File: src/design/lsmu_pkg.sv
// ----------------------------------------------------------------------------
// lsmu_pkg
// Types, codes and a helper function shared by the load/store memory unit.
// ----------------------------------------------------------------------------
package lsmu_pkg;

   localparam int ADDR_W     = 16;
   localparam int DATA_W     = 32;
   localparam int LIMIT_W    = 14;
   localparam int WORD_IDX_W = ADDR_W - 2;
   localparam int CSR_IDX_W  = 1;

   // Access operations.
   localparam logic [1:0] OP_FETCH = 2'd0;
   localparam logic [1:0] OP_LOAD  = 2'd1;
   localparam logic [1:0] OP_STORE = 2'd2;

   // Width codes.
   localparam logic [2:0] WC_BYTE  = 3'b000;
   localparam logic [2:0] WC_HALF  = 3'b001;
   localparam logic [2:0] WC_WORD  = 3'b010;
   localparam logic [2:0] WC_UBYTE = 3'b011;
   localparam logic [2:0] WC_UHALF = 3'b100;

   // Result status codes.
   localparam logic [2:0] ST_OK            = 3'd0;
   localparam logic [2:0] ST_UNALIGNED     = 3'd1;
   localparam logic [2:0] ST_FETCH_OUTSIDE = 3'd2;
   localparam logic [2:0] ST_PROTECTED     = 3'd3;
   localparam logic [2:0] ST_BAD           = 3'd4;

   // Configuration register indexes.
   localparam logic [CSR_IDX_W-1:0] CSR_TEXT_LIMIT   = 1'b0;
   localparam logic [CSR_IDX_W-1:0] CSR_RODATA_LIMIT = 1'b1;

   // What the back end does with a queued command.
   localparam logic [1:0] KIND_NONE  = 2'd0;
   localparam logic [1:0] KIND_READ  = 2'd1;
   localparam logic [1:0] KIND_WRITE = 2'd2;

   // Byte lane masks used for load extraction.
   localparam logic [DATA_W-1:0] MASK_BYTE0 = 32'h0000_00FF;
   localparam logic [DATA_W-1:0] MASK_HALF0 = 32'h0000_FFFF;

   typedef struct packed {
      logic [1:0]            kind;
      logic [2:0]            status;
      logic [WORD_IDX_W-1:0] word_idx;
      logic [3:0]            byte_en;
      logic [DATA_W-1:0]     wdata;
      logic [1:0]            lane;
      logic [2:0]            width_code;
   } lsmu_cmd_type;

   // Bytes moved by a width code; zero for a code with no meaning.
   function automatic logic [2:0] access_size(input logic [2:0] code);
      logic [2:0] size;
      case (code)
         WC_BYTE, WC_UBYTE: size = 3'd1;
         WC_HALF, WC_UHALF: size = 3'd2;
         WC_WORD:           size = 3'd4;
         default:           size = 3'd0;
      endcase
      return size;
   endfunction

endpackage

File: src/design/lsmu_queue.sv
// ----------------------------------------------------------------------------
// lsmu_queue
// Two-entry command queue that decouples classification from execution.
// ----------------------------------------------------------------------------
module lsmu_queue (
   input  logic                   clock,
   input  logic                   reset,
   input  logic                   push,
   input  lsmu_pkg::lsmu_cmd_type push_cmd,
   output logic                   ready,
   input  logic                   pop,
   output logic                   head_valid,
   output lsmu_pkg::lsmu_cmd_type head_cmd
);
   import lsmu_pkg::*;

   lsmu_cmd_type entry_ff [2];
   logic         rd_ptr_ff, rd_ptr_in;
   logic         wr_ptr_ff, wr_ptr_in;
   logic [1:0]   count_ff, count_in;

   assign ready      = (count_ff != 2'd2);
   assign head_valid = (count_ff != 2'd0);
   assign head_cmd   = entry_ff[rd_ptr_ff];

   always_comb begin
      rd_ptr_in = rd_ptr_ff ^ pop;
      wr_ptr_in = wr_ptr_ff ^ push;
      count_in  = count_ff + {1'b0, push} - {1'b0, pop};
   end

   always_ff @(posedge clock) begin
      if (reset) begin
         rd_ptr_ff <= 1'b0;
         wr_ptr_ff <= 1'b0;
         count_ff  <= 2'd0;
      end else begin
         rd_ptr_ff <= rd_ptr_in;
         wr_ptr_ff <= wr_ptr_in;
         count_ff  <= count_in;
      end
   end

   always_ff @(posedge clock) begin
      if (push) begin
         entry_ff[wr_ptr_ff] <= push_cmd;
      end
   end

endmodule

File: config.mk
export PLATFORM = sky130hd
export DESIGN_NAME = lsmu_queue
export DESIGN_NICKNAME = d
export VERILOG_FILES = /design/src/design/lsmu_pkg.sv /design/src/design/lsmu_queue.sv
export SDC_FILE = /design/constraint.sdc
export NUM_CORES = 1
export LEC_CHECK = 0
export BUFFER_PORTS_ARGS = -buffer_cell sky130_fd_sc_hd__buf_4
export CORE_MARGIN = 1
export CORE_UTILIZATION = 47
export DETAILED_ROUTE_END_ITERATION = 8
export GPL_TIMING_DRIVEN = 0
export PLACE_DENSITY = 0.81
export SKIP_CTS_REPAIR_TIMING = 1
export SYNTH_ARGS = -nofsm -noshare
export SYNTH_HDL_FRONTEND = slang
export SYNTH_SLANG_ARGS = --single-unit
File: constraint.sdc
create_clock -name clock -period 2.6 [get_ports clock]
set_clock_uncertainty 0.2 [all_clocks]
set_input_delay 0.26 -clock clock [delete_from_list [all_inputs] [get_ports clock]]
set_output_delay 0.26 -clock clock [all_outputs]
set_load 0.05 [all_outputs]
==> results of run 1 <==
cell families (layout without fill, tap and decap cells):
| group | after synthesis | in the layout | synth area share [%] |
|---|---|---|---|
| DFF | 124 | 124 | 76.2 |
| xor gates and xnor gates | 2 | 2 | 0.647 |
| muxes | 60 | 60 | 18.6 |
| and+or+nand+nor | 6 | 6 | 0.570 |
| adders and majority gates | 4 | 4 | 1.04 |
| buffers and inverters | 10 | 230 | 2.95 |
per-layer routing:
layer / share of wire [%] / vias up / global-route usage (%)
li1: - / 1223 / -
met1: 40 / 1233 / 16.0
met2: 53 / 95 / 25.3
met3: 6.0 / 8 / 6.32
met4: 1.1 / 0 / 7.80
met5: 0 / - / 0
through the flow:
| stage | hold WS (ns) | instance area [um^2] |
|---|---|---|
| after CTS | -0.299 | 6530 |
| after detailed placement | 0.247 | 5960 |
| after global placement | 0.245 | 5940 |
| after floorplan | 0.127 | 4830 |
| final | 0.267 | 7170 |
| after global routing | 0.255 | 7170 |
worst paths after layout:
path / to / startpoint / slack [ns] / cells past startpoint
worst max-delay path: head_cmd[10] / rd_ptr_ff$_SDFF_PP0_ / 0.45 / 4
worst max register to register: entry_ff[0][37]$_DFFE_PP_ / wr_ptr_ff$_SDFF_PP0_ / 0.86 / 2
worst min-delay path: entry_ff[1][55]$_DFFE_PP_ / push_cmd[55] / 0.27 / 2
worst min register to register: count_ff[1]$_SDFF_PP0_ / count_ff[1]$_SDFF_PP0_ / 0.46 / 2
worst max-delay path, stage by stage (launching register included):
cell and delay [ns]:
dfxtp_1 0.32, buf_6 0.19, buf_12 0.17, mux2_4 0.31, buf_4 0.19
synth_stat cells, drive strengths merged:
master    n
inv       3
nor2b     1
ha        4
buf       7
nor2      3
mux2     60
xnor2     1
dfxtp     4
nand2     1
or2       1
edfxtp  120
xnor3     1
area by class of cell:
cell class,count,area (um^2)
plain buffers,7,131
clock buffers,18,418
clock inverters,13,151
fillers,561,2690
inverters,3,11.3
multi-input cells,72,1030
flip-flops and latches,124,3680
well taps,133,166
repair buffers,189,1580
power by group through the flow:
| stage | registers (uW) | clock network [uW] | logic [uW] |
|---|---|---|---|
| after floorplan | 2400 | 0 | 763 |
| after CTS | 2370 | 2280 | 1070 |
| after detailed placement | 2410 | 0 | 1060 |
| after global routing | 2380 | 2360 | 1190 |
| final | 2370 | 2240 | 1140 |
| after global placement | 2410 | 0 | 1050 |
flip-flops by register name (all words and copies together) (netlist names):
name and cells:
rd_ptr_ff 1, count_ff 2, entry_ff 120, wr_ptr_ff 1
==> impl_metrics.ini, run 1 <==
[power]
power.total_uw = 5750
clkPwrFrac_pct = 39.0
intPower_uw = 4270
p_per_area_nw_per_um2 = 802
switching_share_pct = 25.8
seqPwrFrac_pct = 41.2
switching_power_uw = 1480
power_frac_comb_pct = 19.7
leakagePower_uw = 0.00287
vdd_drop_max_mv = 0.550

[sta]
setup_ws_ns = 0.452
rsz0062_at_grt = no
period_share_pct = 82.6
worst_pin_slew_ns = 0.857
hold_viol = 0
fin_crit_ns = 2.15
drv_slew = 0
relSlewSlack_pct = 42.9
max_freq_mhz = 466
fin_setup_tns_ns = 0
setup_viol = 0

[route]
dr.first_iter.drc_count = 75
via_per_inst = 4.58
post_drt_wl_per_cell_um = 15.3
vias = 2559
routed_wl_um = 8550
drt_pass1_iterations = 4
drcViolationCount = 0
final_antenna_net_count = 0

[min_path]
hold_path_class = input port to flip-flop

[synthesis]
synth_top_cell_by_area = edfxtp_1
ys_seq_area_share_pct = 76.2
synth_area_um2 = 4830
syn_inst = 206
yosysUniqueCellTypes = 14
synth_top_area_share_pct = 74.6
ys_seq_elements = 124
synth_area_per_cell_um2 = 23.5
yosysWarnings = 0
synthTopCellsByArea = edfxtp_1, mux2_4, buf_12
syn-num-nets = 274

[floorplan]
core_area_um2 = 9860
dieHeight_um = 103
rows = 36
io_pins = 126
start_util_pct = 49.0
die_x_um = 103
dieArea_um2 = 10700

[setup_path]
cp_max_fo = 10
start_kind = flip-flop
required_ns = 2.14
arrival_ns = 1.69
cp-end-kind = output port
worstSetupPathType = flip-flop to output port

[placed_design]
numPortBuffers = 125
placed_cells = 464
hpwl_um = 4790
routabilityCongestion = 0.646
place_ws_ns = 0.852

[grt]
grt-ovfl-total = 0
grt_max_degree = 61
grt_pass1_vias = 2337
grt_util_all_layers_pct = 15.0
grt_pass1_wl_um = 11100
antenna_found_initial = 0

[layout]
mostFrequentLayoutCells = buf_4, edfxtp_1, dlygate4sd3_1, mux2_4, clkbuf_16
drive_gt1_share_pct = 52.3
final_nets = 482
diodes = 0
area_growth_pct = 48.4
layout_commonest_cell = buf_4
fin_util_pct = 72.7
layoutNonFillerInstCount = 559

[cts]
clkSinkCount = 124
cts_made_buffers = 17
clockBufferDepth = 2
cts_tree = yes
path_clk_slew_ns = 0.06
cts_max_level = 4
cts-root-buf = clkbuf_8
clk_latency_ns = 0.50

[run_status]
status = completed

[run]
cap_violations = 0
No activity file was read; power rests on OpenSTA's default activity.
==> run 2, diff against run 1 <==
==> constraint.sdc (replaced) <==
create_clock -name clock -period 1.85 [get_ports clock]
set_clock_uncertainty 0.2 [all_clocks]
set_input_delay 0.185 -clock clock [delete_from_list [all_inputs] [get_ports clock]]
set_output_delay 0.185 -clock clock [all_outputs]
set_load 0.05 [all_outputs]
==> impl_metrics.ini, run 2 (synthesized netlist as in run 1, its figures left out) <==
[run_status]
status = finished with violations
violations = setup timing

[setup_path]
arrival_ns = 1.64
cp_cell_sequence = buf_12 -> buf_12 -> mux2_4 -> buf_6
start_kind = flip-flop
crit_buf_inv = 3
crit_path_top_delay_cell = dfxtp_4
cp-end-kind = output port
slowest_delay_ns = 0.37
critPathTopFamily = buffers and inverters
cp_max_fo = 10
required_ns = 1.46
worstSetupPathType = flip-flop to output port
critPathMostFrequentCell = buf_12

[grt]
grt_util_all_layers_pct = 14.9
grt_pass1_wl_um = 11100
grt_pass1_vias = 2341
antenna_found_initial = 0
grt-ovfl-total = 0
grt_max_degree = 61

[layout]
diodes = 0
area_growth_pct = 55.4
multiInputGateArea_um2 = 1030
largest_reg_flops = 120
mostFrequentLayoutCells = edfxtp_1, buf_4, dlygate4sd3_1, mux2_4, buf_6
nFillCells = 533
drive_gt1_share_pct = 52.9
biggestRegsByFlops = entry_ff (120), count_ff (2)
layoutNonFillerInstCount = 564
layout_commonest_cell = edfxtp_1
seqCellArea_um2 = 3690
top_register = entry_ff
final_nets = 486

[placed_design]
numPortBuffers = 125
routabilityCongestion = 0.684
placed_cells = 464
hpwl_um = 4890

[route]
vias = 2620
post_drt_wl_per_cell_um = 16.8
routed_wl_um = 9460
final_antenna_net_count = 0
dr.first_iter.drc_count = 62
via_per_inst = 4.65
drcViolationCount = 0
drt_pass1_iterations = 4

[cts]
clkSinkCount = 124
cts_max_level = 4
path_clk_slew_ns = 0.06
clk_latency_ns = 0.50
cts_tree = yes
clockBufferDepth = 2
cts-root-buf = clkbuf_8
cts_made_buffers = 17

[sta]
fin_crit_ns = 2.03
relSlewSlack_pct = 42.6
setup_ws_ns = -0.179
worst_pin_slew_ns = 0.861
holdWs_ns = 0.207
fin_setup_tns_ns = -9.51
rsz0062_at_grt = yes
max_freq_mhz = 493
period_share_pct = 110
hold_viol = 0
drv_slew = 0
setup_viol = 60

[run]
cap_violations = 0

[floorplan]
core_area_um2 = 9860
die_x_um = 103
rows = 36
io_pins = 126
dieHeight_um = 103
dieArea_um2 = 10700
start_util_pct = 49.0

[power]
leakagePower_uw = 0.00300
p_per_area_nw_per_um2 = 1100
vdd_drop_max_mv = 0.714

[min_path]
hold_path_class = input port to flip-flop
==> run 2: cell types whose count changed in the layout (fill, tap and decap cells not counted), sizes merged <==
cell and delta:
clkinvlp -2, clkinv -3, bufinv -1, clkbuf +10, buf +1
==> run 2: cell type report <==
class                   count  share of cell area [%]
multi-input cells          72                    13.8
well taps                 133                    2.22
repair buffers            193                    25.2
clock buffers              25                    6.45
flip-flops and latches    124                    49.1
plain buffers               7                    1.87
inverters                   3                   0.150
clock inverters             7                    1.20
==> run 2: worst reg2reg max path: stages (launching register included) <==
cell and delay [ns]:
dfxtp_1 0.33, inv_1 0.09, ha_4 0.71
==> run 2: worst paths after layout <==
kind,startpoint,end,slack (ns),cells after the start
worst max-delay path,rd_ptr_ff$_SDFF_PP0_,head_cmd[25],-0.18,4
worst min-delay path,push_cmd[4],entry_ff[0][4]$_DFFE_PP_,0.21,2
worst max register to register,wr_ptr_ff$_SDFF_PP0_,entry_ff[0][20]$_DFFE_PP_,0.11,2
worst min register to register,count_ff[1]$_SDFF_PP0_,count_ff[1]$_SDFF_PP0_,0.49,2
==> run 2: layer usage <==
layer	wire (um)	track usage [%]	up-vias
li1	-	-	1233
met1	3650	15.9	1281
met2	5250	24.9	93
met3	415	7.06	13
met4	144	6.93	0
met5	0	0	-
==> run 2: where the power goes <==
| part | switching, uW | internal [uW] |
|---|---|---|
| Clock | 1100 | 2050 |
| Combinational | 958 | 826 |
| Sequential | 52.8 | 3290 |
| Total | 2110 | 6160 |
==> run 2: through the flow <==
stage	worst slack [ns]	instance area [um^2]	utilization [%]	total power, uW
2_1_floorplan	0.0519	4840	-	4450
6_report	-0.179	7510	76.1	8270
3_5_place_dp	0.0932	5960	60.4	4890
3_3_place_gp	-0.343	5940	60.2	4850
5_1_grt	-0.233	7510	76.1	8530
4_1_cts	-0.255	6540	66.3	8030
