<file path="config.mk">
export PLATFORM = sky130hd
export DESIGN_NAME = lsmu_front_flat
export DESIGN_NICKNAME = d
export VERILOG_FILES = /design/src/design/lsmu_pkg.sv /design/src/design/lsmu_if.sv /design/src/design/lsmu_front.sv /design/src/flat_wrapper.sv
export SDC_FILE = /design/constraint.sdc
export NUM_CORES = 1
export LEC_CHECK = 0
export BUFFER_PORTS_ARGS = -buffer_cell sky130_fd_sc_hd__buf_2
export CAP_MARGIN = 15
export CORE_AREA = 2 2 93 95
export DETAILED_ROUTE_END_ITERATION = 10
export DIE_AREA = 0 0 95 97
export HOLD_SLACK_MARGIN = 0.02
export PLACE_DENSITY = 0.71
export SLEW_MARGIN = 40
export SYNTH_ARGS = -nofsm -noshare
export SYNTH_HDL_FRONTEND = slang
export SYNTH_SLANG_ARGS = --single-unit
export TNS_END_PERCENT = 10
</file>
<file path="constraint.sdc">
create_clock -name clock -period 5.4 [get_ports clock]
set_input_delay 1.08 -clock clock [delete_from_list [all_inputs] [get_ports clock]]
set_output_delay 1.08 -clock clock [all_outputs]
set_load 0.03 [all_outputs]
</file>
<file path="src/design/lsmu_pkg.sv">
// ----------------------------------------------------------------------------
// lsmu_pkg
// Types, codes and a helper function shared by the load/store memory unit.
// ----------------------------------------------------------------------------
package lsmu_pkg;

   localparam int ADDR_W     = 16;
   localparam int DATA_W     = 32;
   localparam int LIMIT_W    = 14;
   localparam int WORD_IDX_W = ADDR_W - 2;
   localparam int CSR_IDX_W  = 1;

   // Access operations.
   localparam logic [1:0] OP_FETCH = 2'd0;
   localparam logic [1:0] OP_LOAD  = 2'd1;
   localparam logic [1:0] OP_STORE = 2'd2;

   // Width codes.
   localparam logic [2:0] WC_BYTE  = 3'b000;
   localparam logic [2:0] WC_HALF  = 3'b001;
   localparam logic [2:0] WC_WORD  = 3'b010;
   localparam logic [2:0] WC_UBYTE = 3'b011;
   localparam logic [2:0] WC_UHALF = 3'b100;

   // Result status codes.
   localparam logic [2:0] ST_OK            = 3'd0;
   localparam logic [2:0] ST_UNALIGNED     = 3'd1;
   localparam logic [2:0] ST_FETCH_OUTSIDE = 3'd2;
   localparam logic [2:0] ST_PROTECTED     = 3'd3;
   localparam logic [2:0] ST_BAD           = 3'd4;

   // Configuration register indexes.
   localparam logic [CSR_IDX_W-1:0] CSR_TEXT_LIMIT   = 1'b0;
   localparam logic [CSR_IDX_W-1:0] CSR_RODATA_LIMIT = 1'b1;

   // What the back end does with a queued command.
   localparam logic [1:0] KIND_NONE  = 2'd0;
   localparam logic [1:0] KIND_READ  = 2'd1;
   localparam logic [1:0] KIND_WRITE = 2'd2;

   // Byte lane masks used for load extraction.
   localparam logic [DATA_W-1:0] MASK_BYTE0 = 32'h0000_00FF;
   localparam logic [DATA_W-1:0] MASK_HALF0 = 32'h0000_FFFF;

   typedef struct packed {
      logic [1:0]            kind;
      logic [2:0]            status;
      logic [WORD_IDX_W-1:0] word_idx;
      logic [3:0]            byte_en;
      logic [DATA_W-1:0]     wdata;
      logic [1:0]            lane;
      logic [2:0]            width_code;
   } lsmu_cmd_type;

   // Bytes moved by a width code; zero for a code with no meaning.
   function automatic logic [2:0] access_size(input logic [2:0] code);
      logic [2:0] size;
      case (code)
         WC_BYTE, WC_UBYTE: size = 3'd1;
         WC_HALF, WC_UHALF: size = 3'd2;
         WC_WORD:           size = 3'd4;
         default:           size = 3'd0;
      endcase
      return size;
   endfunction

endpackage

</file>
<file path="src/design/lsmu_if.sv">
// ----------------------------------------------------------------------------
// lsmu channel interfaces
// Request, response and register write channels with valid/ready handshake.
// ----------------------------------------------------------------------------
interface lsmu_req_if;
   logic        valid;
   logic        ready;
   logic [1:0]  op;
   logic [2:0]  width_code;
   logic [15:0] address;
   logic [31:0] store_data;

   modport source (output valid, op, width_code, address, store_data, input ready);
   modport sink   (input valid, op, width_code, address, store_data, output ready);
endinterface


interface lsmu_csr_if;
   logic        valid;
   logic        ready;
   logic        index;
   logic [13:0] data;

   modport source (output valid, index, data, input ready);
   modport sink   (input valid, index, data, output ready);
endinterface

</file>
<file path="src/design/lsmu_front.sv">
// ----------------------------------------------------------------------------
// lsmu_front
// Holds the segment limits and classifies each request into a command.
// ----------------------------------------------------------------------------
module lsmu_front #(
   parameter int MEM_BYTES = 16384
) (
   input  logic                  clock,
   input  logic                  reset,
   lsmu_req_if.sink              req_chan,
   lsmu_csr_if.sink              csr_chan,
   input  logic                  queue_ready,
   output logic                  push,
   output lsmu_pkg::lsmu_cmd_type cmd
);
   import lsmu_pkg::*;

   localparam logic [ADDR_W:0] MEM_LIMIT = (ADDR_W+1)'(MEM_BYTES);

   logic [LIMIT_W-1:0] text_limit_ff, text_limit_in;
   logic [LIMIT_W-1:0] rodata_limit_ff, rodata_limit_in;

   logic [2:0]      size;
   logic [2:0]      check_size;
   logic [1:0]      align_mask;
   logic [ADDR_W:0] end_addr;
   logic [2:0]      place_status;
   logic [2:0]      status;
   logic [3:0]      lane_mask;
   logic            above_text;
   logic            above_rodata;

   assign csr_chan.ready = 1'b1;
   assign req_chan.ready = queue_ready;
   assign push           = req_chan.valid && queue_ready;

   always_comb begin
      text_limit_in   = text_limit_ff;
      rodata_limit_in = rodata_limit_ff;
      if (csr_chan.valid) begin
         if (csr_chan.index == CSR_TEXT_LIMIT) begin
            text_limit_in = csr_chan.data;
         end else begin
            rodata_limit_in = csr_chan.data;
         end
      end
   end

   always_ff @(posedge clock) begin
      if (reset) begin
         text_limit_ff   <= '0;
         rodata_limit_ff <= '0;
      end else begin
         text_limit_ff   <= text_limit_in;
         rodata_limit_ff <= rodata_limit_in;
      end
   end

   always_comb begin
      size         = access_size(req_chan.width_code);
      check_size   = (req_chan.op == OP_FETCH) ? 3'd4 : size;
      align_mask   = (check_size == 3'd4) ? 2'b11 : ((check_size == 3'd2) ? 2'b01 : 2'b00);
      end_addr     = {1'b0, req_chan.address} + {{(ADDR_W-2){1'b0}}, check_size};
      above_text   = req_chan.address > {2'b00, text_limit_ff};
      above_rodata = req_chan.address > {2'b00, rodata_limit_ff};

      if ((req_chan.address[1:0] & align_mask) != 2'b00) begin
         place_status = ST_UNALIGNED;
      end else if (end_addr > MEM_LIMIT) begin
         place_status = ST_BAD;
      end else begin
         place_status = ST_OK;
      end

      case (req_chan.op)
         OP_FETCH: status = above_text ? ST_FETCH_OUTSIDE : place_status;
         OP_LOAD:  status = (size == 3'd0) ? ST_BAD : place_status;
         OP_STORE: begin
            if (!above_text || !above_rodata) begin
               status = ST_PROTECTED;
            end else if (req_chan.width_code > WC_WORD) begin
               status = ST_BAD;
            end else begin
               status = place_status;
            end
         end
         default:  status = ST_BAD;
      endcase

      case (size)
         3'd1:    lane_mask = 4'b0001;
         3'd2:    lane_mask = 4'b0011;
         default: lane_mask = 4'b1111;
      endcase

      cmd.status     = status;
      cmd.word_idx   = req_chan.address[ADDR_W-1:2];
      cmd.lane       = req_chan.address[1:0];
      cmd.byte_en    = lane_mask << req_chan.address[1:0];
      cmd.wdata      = req_chan.store_data << {req_chan.address[1:0], 3'b000};
      cmd.width_code = (req_chan.op == OP_FETCH) ? WC_WORD : req_chan.width_code;
      if (status != ST_OK) begin
         cmd.kind = KIND_NONE;
      end else if (req_chan.op == OP_STORE) begin
         cmd.kind = KIND_WRITE;
      end else begin
         cmd.kind = KIND_READ;
      end
   end

endmodule

</file>
<file path="src/flat_wrapper.sv">
// flat-port wrapper written by rule: the top's interface ports become plain ports
module lsmu_front_flat import lsmu_pkg::*;
#(
   parameter int MEM_BYTES = 16384
)
  (clock, reset, queue_ready, push, cmd, req_chan_valid, req_chan_op, req_chan_width_code, req_chan_address, req_chan_store_data, req_chan_ready, csr_chan_valid, csr_chan_index, csr_chan_data, csr_chan_ready);
  lsmu_req_if req_chan_i ();
  lsmu_csr_if csr_chan_i ();
  input  logic clock;
  input  logic reset;
  input  logic queue_ready;
  output logic push;
  output lsmu_pkg::lsmu_cmd_type cmd;
  input wire logic [$bits(req_chan_i.valid)-1:0] req_chan_valid;
  input wire logic [$bits(req_chan_i.op)-1:0] req_chan_op;
  input wire logic [$bits(req_chan_i.width_code)-1:0] req_chan_width_code;
  input wire logic [$bits(req_chan_i.address)-1:0] req_chan_address;
  input wire logic [$bits(req_chan_i.store_data)-1:0] req_chan_store_data;
  output wire logic [$bits(req_chan_i.ready)-1:0] req_chan_ready;
  input wire logic [$bits(csr_chan_i.valid)-1:0] csr_chan_valid;
  input wire logic [$bits(csr_chan_i.index)-1:0] csr_chan_index;
  input wire logic [$bits(csr_chan_i.data)-1:0] csr_chan_data;
  output wire logic [$bits(csr_chan_i.ready)-1:0] csr_chan_ready;
  assign req_chan_i.valid = req_chan_valid;
  assign req_chan_i.op = req_chan_op;
  assign req_chan_i.width_code = req_chan_width_code;
  assign req_chan_i.address = req_chan_address;
  assign req_chan_i.store_data = req_chan_store_data;
  assign req_chan_ready = req_chan_i.ready;
  assign csr_chan_i.valid = csr_chan_valid;
  assign csr_chan_i.index = csr_chan_index;
  assign csr_chan_i.data = csr_chan_data;
  assign csr_chan_ready = csr_chan_i.ready;
  lsmu_front #(.MEM_BYTES(MEM_BYTES)) u_core (.clock(clock), .reset(reset), .req_chan(req_chan_i), .csr_chan(csr_chan_i), .queue_ready(queue_ready), .push(push), .cmd(cmd));
endmodule
</file>
==> results list, run 1 <==
- Final Net Count: 664
- Post-Route Skew: 0 ns
- FF/Latch Area: 561 µm²
* Relative area change from synthesis to final layout: 20.7%
- Die footprint: 9220 µm²
- Count of final setup violators: 0
- Buffer levels on the longest clock path: 2
- Top achievable clock speed: 0.206 GHz
* Count of H-tree levels built during CTS: 1
- Setup TNS after final layout: 0 ns
- Required time of the critical path: 4.32 ns
- The initial antenna violation count was 0.
* Leading register cell type out of synthesis: dfxtp_1
- Measured against its own limit, the worst slew margin works out to 51.1%.
- The number of global-route vias before repair is 3204.
- Run status: finished clean
- In the global route stage, overall resource usage came out at 19.2%.
- Worst min-delay path category: flop to flop
- In this run the power density over the cells is 170 nW/µm².
- The number of hold violations in the final report came to 0.
- Total Power: 0.651 mW
- Gate count of the mapped netlist: 459
- The synthesized netlist occupies a cell area of 3170 µm².
* Maximum number of pins on one net before global-route repair: 39
- Counting the buffers created by CTS gives 3.
- Number of flip-flops and latches in the synthesized netlist: 28
- In this run the remaining antenna-violating nets after routing total 0.
- RSZ-0062 raised after global routing: false
- On the worst path, the slowest cell contributes a delay of 0.34 ns.
* Number of nets produced by synthesis: 563
- The worst setup path is launched from a primary input.
- Number of I/O port buffers: 134
- Starting density of the core: 39.0%
- Max-slew violation count: 0
- Among cell families on the critical path, the largest total delay comes from compound AO/OA/AOI/OAI gates.
* Number of core rows: 33
- The congestion estimate from routability-driven global placement came to 0.859.
- 0 antenna diodes ended up in the layout.
- Walking the worst path, the cells encountered are buf_2 > xor2_1 > nor3_1 > ha_1 > ha_1 > a2111o_1 > a211o_1 > nor4_2 > and4_1 > a21oi_1 > o32a_1 > buf_2.
- Period utilization: 90.1%
- At the pin with the least slew margin, the transition time is 0.733 ns.
* Leftover overflow at the end of global routing: 0
- Min Clock Period, post-route: 4.87 ns
* Core region area: 8130 µm²
- In the synthesized netlist the async set-or-reset flop fraction comes to 0%.
- Clock insertion delay at the later pin of the skew report: 0.27 ns
- After clock tree synthesis, the setup repair step added 0 buffers.
- In the layout the commonest cells are buf_2, nand2_1, a21oi_1, inv_1, ha_1.
- Most common library cell in the layout ignoring fill and taps: buf_2
- CTS Hold Buffers Added: 0
- TritonCTS clock tree: built
* Buffer and inverter count on the worst path: 2
* Sequential fraction of the synthesis area: 17.7%
- After detailed routing, the number of remaining DRC violations is 0.
- Once detailed placement completed, the half-perimeter wirelength came to 7.40 mm.
* Crit Path Max Fanout: 12
* Library cells used by synthesis: 60
* Average cell area after synthesis: 6.91 µm²
- In this run, post-CTS repair resized a total of 0 instances.
- Summed over all cells, the static leakage comes to 1.75 nW.
- During synthesis, Yosys emitted a total of 0 warnings.
* Routed via count: 3511
- The slowest stage of the critical path is the a2111o_1 cell.
- Critical path start-end classification: primary input to output pin
- STA classifies the critical path endpoint as an output pin.
* Final Routed Wirelength: 9.21 mm
- Die H: 97 µm
- Global routing consumed, on the met2 layer, 31.8% of the routing resources.
- After clock tree synthesis, the clock-pin slew on the worst setup and hold paths is 0.08 ns.
- Drt initial violations: 152
- Crit path DAT: 3.79 ns
* Number of optimization iterations in the first detailed-route pass: 4
* I/O Pins: 136
- In the routed layout, each cell is associated on average with a via count of 5.29.
- The filler cells instantiated in the layout total 848.
* Root buffer cell: clkbuf_8
- Width of the chip: 95 µm
- Sink count of the clock tree: 28
* Max capacitance violation total: 0
- Dividing the detail-routed wire length by the instance count gives 13.9 µm.
- Global-route track usage on met1: 27.0%
- First-pass GRT wire length: 14.9 mm
* Fraction of layout cells with a size suffix above 1: 27.0%
* Count of flip-flops with a built-in enable after synthesis: 0
- VDD sags by at most 0.109 mV.
* Met3 Usage GRT: 1.40%
- In the final layout, the multi-input gates occupy 2260 µm².
- Most Crowded Layer GR: met2
## cell type report
class                   count  share of cell area [%]
well taps                 105                    3.43
clock buffers               4                    1.44
repair buffers            136                    17.9
inverters                  37                    3.63
flip-flops and latches     28                    14.6
multi-input cells         354                    58.9
## worst min-delay path, delay by kind of cell (launching register included)
| family | cells | cell delay (ns) |
|---|---|---|
| AND/OR/NAND/NOR | 1 | 0.05 |
| flip-flops | 1 | 0.32 |
| AO/OA/AOI/OAI | 1 | 0.05 |
## registers in the layout (all words and copies together), names as in the netlist
name and count:
u_core.rodata_limit_ff 14, u_core.text_limit_ff 14
## worst paths after layout
check,from,end,slack [ns],cells past startpoint
worst min-delay path,u_core.rodata_limit_ff[2],u_core.rodata_limit_ff[2],0.46,2
worst min register to register,u_core.rodata_limit_ff[2],u_core.rodata_limit_ff[2],0.46,2
worst max-delay path,req_chan_width_code[0],cmd[57],0.53,12
worst max register to register,u_core.text_limit_ff[3],u_core.text_limit_ff[3],4.75,2
## cells by family (layout without fill, tap and decap cells)
group / after synthesis / in the layout / share of synthesized area (%)
simple gates: 171 / 171 / 25.6
compound gates: 130 / 130 / 26.4
buf+inv: 77 / 177 / 11.3
fa+ha+maj: 31 / 31 / 12.2
flops: 28 / 28 / 17.7
mux: 18 / 18 / 5.72
xor+xnor: 3 / 3 / 1.07
other cells: 1 / 1 / 0.118
## synthesized netlist by cell type (all sizes together) (5+ instances only)
| library cell | instances | area (µm²) |
|---|---|---|
| a21oi | 54 | 274 |
| nand4 | 7 | 43.8 |
| o21ai | 19 | 95.1 |
| nor2 | 29 | 109 |
| dfxtp | 28 | 561 |
| clkbuf | 18 | 67.6 |
| inv | 37 | 139 |
| or2 | 5 | 31.3 |
| a21o | 8 | 60.1 |
| and2 | 10 | 62.6 |
| nor3 | 11 | 60.1 |
| a31oi | 5 | 37.5 |
| nand2 | 77 | 289 |
| buf | 22 | 151 |
| nor2b | 13 | 81.3 |
| a211oi | 8 | 60.1 |
| mux2i | 17 | 170 |
| ha | 31 | 388 |
## layer usage
| layer | part of all wire (%) | vias up |
|---|---|---|
| met5 | 0 | - |
| met4 | 1.4 | 0 |
| met3 | 3.8 | 13 |
| met2 | 48 | 88 |
| met1 | 47 | 1621 |
| li1 | - | 1789 |
## metrics by stage
stage               setup slack (ns)  hold slack, ns  cell area (µm²)  utilization, %  cells
floorplan                      0.433           0.436             3170               -    459
global placement               0.623           0.444             3770            46.3    660
detailed placement             0.547           0.448             3770            46.4    660
CTS                            0.541           0.462             3830            47.1    664
global route                   0.347           0.488             3830            47.1    664
finish                         0.534           0.459             3830            47.1    664
## where the power goes
| part | internal (mW) | switching [mW] |
|---|---|---|
| Clock | 0.0652 | 0.0598 |
| Combinational | 0.106 | 0.199 |
| Sequential | 0.216 | 0.00518 |
| Total | 0.387 | 0.264 |
(Power assumes the default switching activity.)
==> run 2, diff against run 1 <==
==> constraint.sdc (replaced) <==
create_clock -name clock -period 5.4 [get_ports clock]
set_input_delay 0.27 -clock clock [delete_from_list [all_inputs] [get_ports clock]]
set_output_delay 0.27 -clock clock [all_outputs]
set_load 0.03 [all_outputs]
==> run 2 against run 1 <==
  * Sequential power is essentially flat
  * Global-route usage shrank 0.088 points
  * Routed wire length fell by 1.3%
  * Largest cell class unchanged
  * Final area shrank 0.20%
  * Count of clock-buffer cells in the layout did not move
==> results list, run 2 (synthesis results as in run 1) <==
- The run finished with clean final reports.
- For met1 alone, demand over resource in global routing was 26.5%.
* Cell Area, Placed: 3760 µm²
- The analysis attributes to net switching a power of 0.268 mW.
- The number of antenna diodes in the final layout is 0.
* Count of H-tree levels built during CTS: 1
- Antenna-violating nets left: 0
* Crit-path slowest cell: buf_2
* Via count of the first global-routing pass: 3212
- Top delay family on crit path: compound AO/OA/AOI/OAI gates
* First-pass GRT wire length: 14.9 mm
* Count of cells resized by post-cts repair: 0
- Setup repair after global routing left no endpoint under its margin.
* Clock transition at path regs: 0.09 ns
* FF/Latch Area: 561 µm²
- Post-CTS Setup Repair Bufs: 0
- Internal power comes to 0.387 mW.
* Most common library cell in the layout ignoring fill and taps: buf_2
* Crit path DAT: 3.03 ns
- The critical path contains buffers and inverters numbering 2 combined.
- STA classifies the critical path endpoint as an output pin.
- Counting the buffers created by CTS gives 3.
* Detailed-placement wirelength estimate: 7.22 mm
* Die H: 97 µm
- Static Leakage: 1.74 nW
- Most Crowded Layer GR: met2
- Core region area: 8130 µm²
- After detailed routing, the average wire length per cell comes to 13.7 µm.
* Slew of the pin with the lowest slew margin: 0.725 ns
- TritonCTS clock tree: built
* Cell Pwr Density: 172 nW/µm²
- For this run, the top clock speed supported by timing is 0.303 GHz.
- Of the total power, the share spent switching nets is 40.9%.
- Measured on the finished design, the core utilization comes to 47.0%.
* Fillers: 841
* Design Area, Final: 3820 µm²
* Post-Route Skew: 0 ns
- The share of total power dissipated in sequential elements is 33.7%.
- Multi-input gate area in the final layout: 2260 µm²
- In this run the core area contains 33 standard-cell rows.
- Routability-driven placement finished with a final weighted congestion of 0.798.
- The count of pins over their slew limit was 0.
- The largest single stage delay on the critical path is 0.54 ns.
- The count of buffers added on input and output ports is 134.
- Leftover overflow at the end of global routing: 0
* Buffer levels on the longest clock path: 2
- For the worst setup path, the data required time is 5.13 ns.
- The detailed router placed 3426 vias in this run.
* Final Routed Wirelength: 9.09 mm
- Walking the worst path, the cells encountered are buf_2 > ha_1 > ha_1 > a2111o_1 > a211o_1 > nor4_2 > and4_1 > a21oi_1 > o32a_1 > buf_2.
* Clock insertion delay at the later pin of the skew report: 0.27 ns
- After clock tree synthesis, the flow added hold-fix buffers numbering 0.
- VDD sags by at most 0.120 mV.
- Biggest registers after layout: u_core.rodata_limit_ff x14, u_core.text_limit_ff x14
- Dividing the detail-routed via count by the number of cells gives 5.17.
- Met3 Usage GRT: 0.935%
* Commonest non-fill, non-tap cells in the layout: buf_2, nand2_1, a21oi_1, inv_1, ha_1
- The min-delay analysis places its worst path in the category primary input to flop.
- The clock network burns 19.8% of the power.
- The initial antenna violation count is 0.
- Starting density of the core: 39.0%
- Number of optimization iterations in the first detailed-route pass: 4
- Count of final setup violators: 0
- The smallest clock period supported by the final layout is computed as 3.30 ns.
- Max capacitance violation total: 0
- For this run, the total global-route usage over all layers was measured as 19.1%.
- Per report_power, the combinational group accounts for 46.5% of the total.
- In this run the count of I/O pins placed on the die edge is 136.
- The tree built by TritonCTS fans out to 28 sinks.
* Fraction of layout cells with a size suffix above 1: 26.9%
* Met2 routing resource usage after global routing: 32.6%
- Entering global routing, the biggest net connects 45 pins.
- The worst setup path is of the primary input to output pin kind.
* Width of the chip: 95 µm
- After the last flow step, the layout net total stands at 663.
- Root buffer cell: clkbuf_8
- The die covers 9220 µm².
- Relative area change from synthesis to final layout: 20.4%
- Critical Path Start Type: primary input
- Of all nets on the critical path, the largest fanout is 40.
* Setup TNS after final layout: 0 ns
- After the first detailed-routing iteration, the DRC count stood at 141.
- For this run, design rule violations remaining after detail routing come to 0.
* Total count of hold-check failures in the final report: 0
- After layout, the worst path uses 61.1% of the clock period.
- The completed layout was analyzed and its total power is 0.655 mW.
- Measured against its own limit, the worst slew margin works out to 51.6%.
==> run 2: cell count changes in the layout (fill, tap and decap cells not counted), sizes merged <==
| cell | previous run | this run |
|---|---|---|
| buf | 136 | 135 |
==> run 2: cell type report <==
cell class	instances	area share (%)
inverter	37	3.64
timing repair buffer	135	17.8
sequential	28	14.7
clock buffer	4	1.44
multi-input combinational	354	59.1
tap	105	3.44
==> run 2: worst reg2reg max path, stage by stage (launching register included) <==
cell and delay, ns:
dfxtp_1 0.35, nand2_1 0.06, a21oi_1 0.17
==> run 2: path summary, 6_finish.rpt <==
check / start / to / slack [ns] / depth (start not counted)
worst min register to register: u_core.text_limit_ff[5] / u_core.text_limit_ff[5] / 0.46 / 2
worst max-delay path: req_chan_address[0] / cmd[57] / 2.10 / 10
worst max register to register: u_core.text_limit_ff[3] / u_core.text_limit_ff[3] / 4.76 / 2
worst min-delay path: csr_chan_data[10] / u_core.rodata_limit_ff[10] / 0.23 / 3
==> run 2: per-stage QoR <==
stage	cells	hold slack [ns]	worst slack, ns
2_1_floorplan	459	0.406	2.05
5_1_grt	663	0.237	1.89
6_report	663	0.233	2.10
3_3_place_gp	659	0.445	2.16
4_1_cts	663	0.228	2.04
3_5_place_dp	659	0.447	2.09
==> run 2: per-layer routing <==
layer / vias up / wire, µm
li1: 1784 / -
met1: 1565 / 4310
met2: 70 / 4410
met3: 7 / 289
met4: 0 / 76
met5: - / 0
==> run 2: power by group through the flow <==
| stage | registers, mW | logic, mW | clock network, mW |
|---|---|---|---|
| after floorplan | 0.224 | 0.214 | 0 |
| after global placement | 0.225 | 0.298 | 0 |
| after detailed placement | 0.226 | 0.304 | 0 |
| after CTS | 0.221 | 0.305 | 0.132 |
| after global routing | 0.222 | 0.335 | 0.136 |
| final | 0.221 | 0.305 | 0.130 |
==> run 3, diff against run 2 <==
--- a/config.mk
+++ b/config.mk
@@ -5,13 +5,14 @@
 export SDC_FILE = /design/constraint.sdc
 export NUM_CORES = 1
 export LEC_CHECK = 0
+export ABC_AREA = 1
 export BUFFER_PORTS_ARGS = -buffer_cell sky130_fd_sc_hd__buf_2
 export CAP_MARGIN = 15
-export CORE_AREA = 2 2 93 95
+export CORE_AREA = 2 2 92 94
 export DETAILED_ROUTE_END_ITERATION = 10
-export DIE_AREA = 0 0 95 97
+export DIE_AREA = 0 0 94 96
 export HOLD_SLACK_MARGIN = 0.02
-export PLACE_DENSITY = 0.71
+export PLACE_DENSITY = 0.75
 export SLEW_MARGIN = 40
 export SYNTH_ARGS = -nofsm -noshare
 export SYNTH_HDL_FRONTEND = slang
==> constraint.sdc (replaced) <==
create_clock -name clock -period 2.8 [get_ports clock]
set_input_delay 0.14 -clock clock [delete_from_list [all_inputs] [get_ports clock]]
set_output_delay 0.14 -clock clock [all_outputs]
set_load 0.03 [all_outputs]
==> run 3 against run 2 <==
  * Setup slack worse by 1.9 ns
  * Largest power group unchanged
  * Critical path type unchanged
  * Via count is 9.2% higher
  * Final area is 6.1% higher
  * Largest cell class unchanged
  * Utilization is 3.4 points higher
==> results list, run 3 <==
- Number of flip-flops and latches in the synthesized netlist: 28
- Critical path start-end classification: primary input to output pin
- The number of nets handed over by synthesis was 609.
* Fillers: 792
* Total count of hold-check failures in the final report: 0
- Dividing total power by cell area gives a power density of 344 nW/µm².
- Once the floorplan was initialized, standard cells occupied 39.1% of the core.
- The floorplan step defined a die boundary enclosing 9020 µm².
- Core Util, Final: 50.3%
* Count of flip-flops with a built-in enable after synthesis: 0
- Max capacitance violation total: 0
- Largest cells by area after synthesis: dfxtp_1, ha_1, inv_1
- In this run the worst path has a maximum fanout of 5.
- The average instance in the mapped netlist occupies 6.23 µm².
* Routability congestion estimate: 1.01
- Biggest registers after layout: u_core.rodata_limit_ff x14, u_core.text_limit_ff x14
- Core region area: 8050 µm²
* FF/Latch Area: 561 µm²
- First-pass GRT wire length: 14.1 mm
* Antenna violations before repair: 0
- Max-slew violation count: 0
* Maximum number of pins on one net before global-route repair: 29
- Period utilization: 92.8%
- Data arrives at the worst endpoint at 2.46 ns.
- Static timing analysis puts the maximum clock frequency at 0.385 GHz.
* Antenna-violating nets left: 0
- Slew of the pin with the lowest slew margin: 0.682 ns
* Number of I/O port buffers: 134
- After layout, the minimum clock period comes to 2.60 ns.
* Final Routed Wirelength: 9.38 mm
- Sequential fraction of the synthesis area: 17.8%
- The first TritonRoute pass finished after 4 iterations.
* Post-Route Skew: 0 ns
- Via count of the first global-routing pass: 3185
- Width of the chip: 94 µm
- Fraction of layout cells with a size suffix above 1: 31.0%
- In this run the clock root is driven by a clkbuf_8.
- Final Net Count: 728
* Most common library cell in the layout ignoring fill and taps: buf_2
- Top delay family on crit path: simple AND/OR/NAND/NOR gates
- Multi-input gate area in the final layout: 2170 µm²
* Leading register cell type out of synthesis: dfxtp_1
* Most frequent cells after synthesis: inv_1, nand2_1, nor2_1, nand3_1, ha_1
- Setup TNS after final layout: 0 ns
- STA classifies the critical path startpoint as a primary input.
- Routed via count: 3742
- Traced cell by cell, the critical path runs through buf_6 > inv_4 > nor2_2 > nor3_2 > inv_1 > nor2_2 > ha_2 > ha_4 > inv_2 > nand2_4 > nand3_1 > nand2_1 > xnor2_1 > nand3_1 > nor2_1 > nand3_1 > nand3_2 > nand2_1 > nand2_1 > nand4_1 > nor2_1 > buf_4.
* Library cells used by synthesis: 38
* Mapped cell area: 3150 µm²
- Count of synthesis-stage warnings from yosys: 0
- During I/O placement, the number of pins put on the boundary was 136.
- Required time of the critical path: 2.66 ns
- IR analysis of the VDD net gives a maximum drop of 0.311 mV.
* Die H: 96 µm
* Static Leakage: 2.10 nW
- After clock tree synthesis, the clock-pin slew on the worst setup and hold paths is 0.09 ns.
- Run status: finished clean
- Buffer and inverter count on the worst path: 5
- Gate count of the mapped netlist: 505
- TritonCTS built the clock tree.
* Setup crit end kind: output pin
* Commonest non-fill, non-tap cells in the layout: buf_2, nand2_1, inv_1, nor2_1, nand3_1
- Setup violations remaining at the end of the flow were counted as 0.
- DRC violation count after routing: 0
* CP peak stage delay: 0.22 ns
- Async set or reset register ratio after synthesis: 0%
- Using the TritonRoute via totals, the vias-per-cell ratio works out to 5.14.
* CTS Hold Buffers Added: 0
- The largest individual stage delay along the critical path comes from the cell ha_2.
- Per-cell routed wire length: 12.9 µm
* Relative area change from synthesis to final layout: 28.8%
- The floorplan has 33 rows.
- The clock passes through at most 2 buffers.
- The clock drives 28 sinks.
- Total track usage: 18.9%
* Count of H-tree levels built during CTS: 1
- After legalization and detailed placement, the total HPWL measured 7.34 mm.
- Measured against its own limit, the worst slew margin works out to 54.2%.
- Summed over all instances, the cell type with the most area after synthesis is dfxtp_1.
- 0 antenna diodes ended up in the layout.
- In this run the biggest area consumer among cell types represents 17.8% of the synthesized area.
- Drt initial violations: 146
* Worst min-delay path category: primary input to flop
* Clock insertion delay at the later pin of the skew report: 0.27 ns
* TritonCTS buffer count: 3
* Leftover overflow at the end of global routing: 0
run 3: worst min-delay path, cell delays in order:
cell,delay [ns]
buf_2,0.10
nand2_1,0.07
a21oi_1,0.06
run 3: final timing paths:
kind                               from                         end  slack (ns)  cells after the start
max              req_chan_width_code[0]                     cmd[58]        0.20                     22
min                    csr_chan_data[0]     u_core.text_limit_ff[0]        0.14                      3
max reg2reg   u_core.rodata_limit_ff[5]   u_core.rodata_limit_ff[5]        2.07                      2
min reg2reg  u_core.rodata_limit_ff[11]  u_core.rodata_limit_ff[11]        0.48                      2
run 3: area by class of cell:
type | instances | area share (%)
Sequential cell | 28 | 13.8
Clock inverter | 1 | 0.741
Timing Repair Buffer | 145 | 19.1
Inverter | 90 | 8.46
Tap cell | 105 | 3.24
Multi-Input combinational cell | 356 | 53.6
Clock buffer | 3 | 1.02
run 3: what timing repair did:
action | CTS | global route
setup buffers | 0 | 7
endpoints found under the setup margin | 0 | 5
gates resized for setup | 0 | 44
run 3: metrics by stage:
stage	instances	power, mW	area [µm²]	hold WS [ns]	worst slack [ns]
CTS	720	1.36	3860	0.128	0.0345
global placement	716	1.03	3790	0.411	0.173
floorplan	505	0.862	3150	0.287	0.205
detailed placement	716	1.05	3790	0.423	0.0807
global route	728	1.48	4050	0.145	-0.0536
finish	728	1.40	4050	0.136	0.201
run 3: power breakdown:
part / internal, mW / switching (mW) / total (mW)
combinational: 0.220 / 0.429 / 0.649
clock: 0.192 / 0.124 / 0.315
sequential: 0.424 / 0.00673 / 0.431
total: 0.835 / 0.560 / 1.40
run 3: cells by family (layout without fill, tap and decap cells):
family                   after synthesis  count (layout)  share of synthesized area (%)
buffers and inverters                122             239                           16.7
flip-flops                            28              28                           17.8
XOR/XNOR                               2               2                          0.557
AO/OA/AOI/OAI                         83              83                           17.4
other                                  1               1                          0.119
AND/OR/NAND/NOR                      238             239                           35.0
adder cells (fa/ha/maj)               31              31                           12.3
run 3: metal layers:
metal	track usage (%)	share of wire [%]	vias to the layer above
met2	34.9	48	120
met5	0	0	-
met1	24.1	45	1717
met4	4.35	1.2	0
met3	1.33	5.5	11
li1	-	-	1894
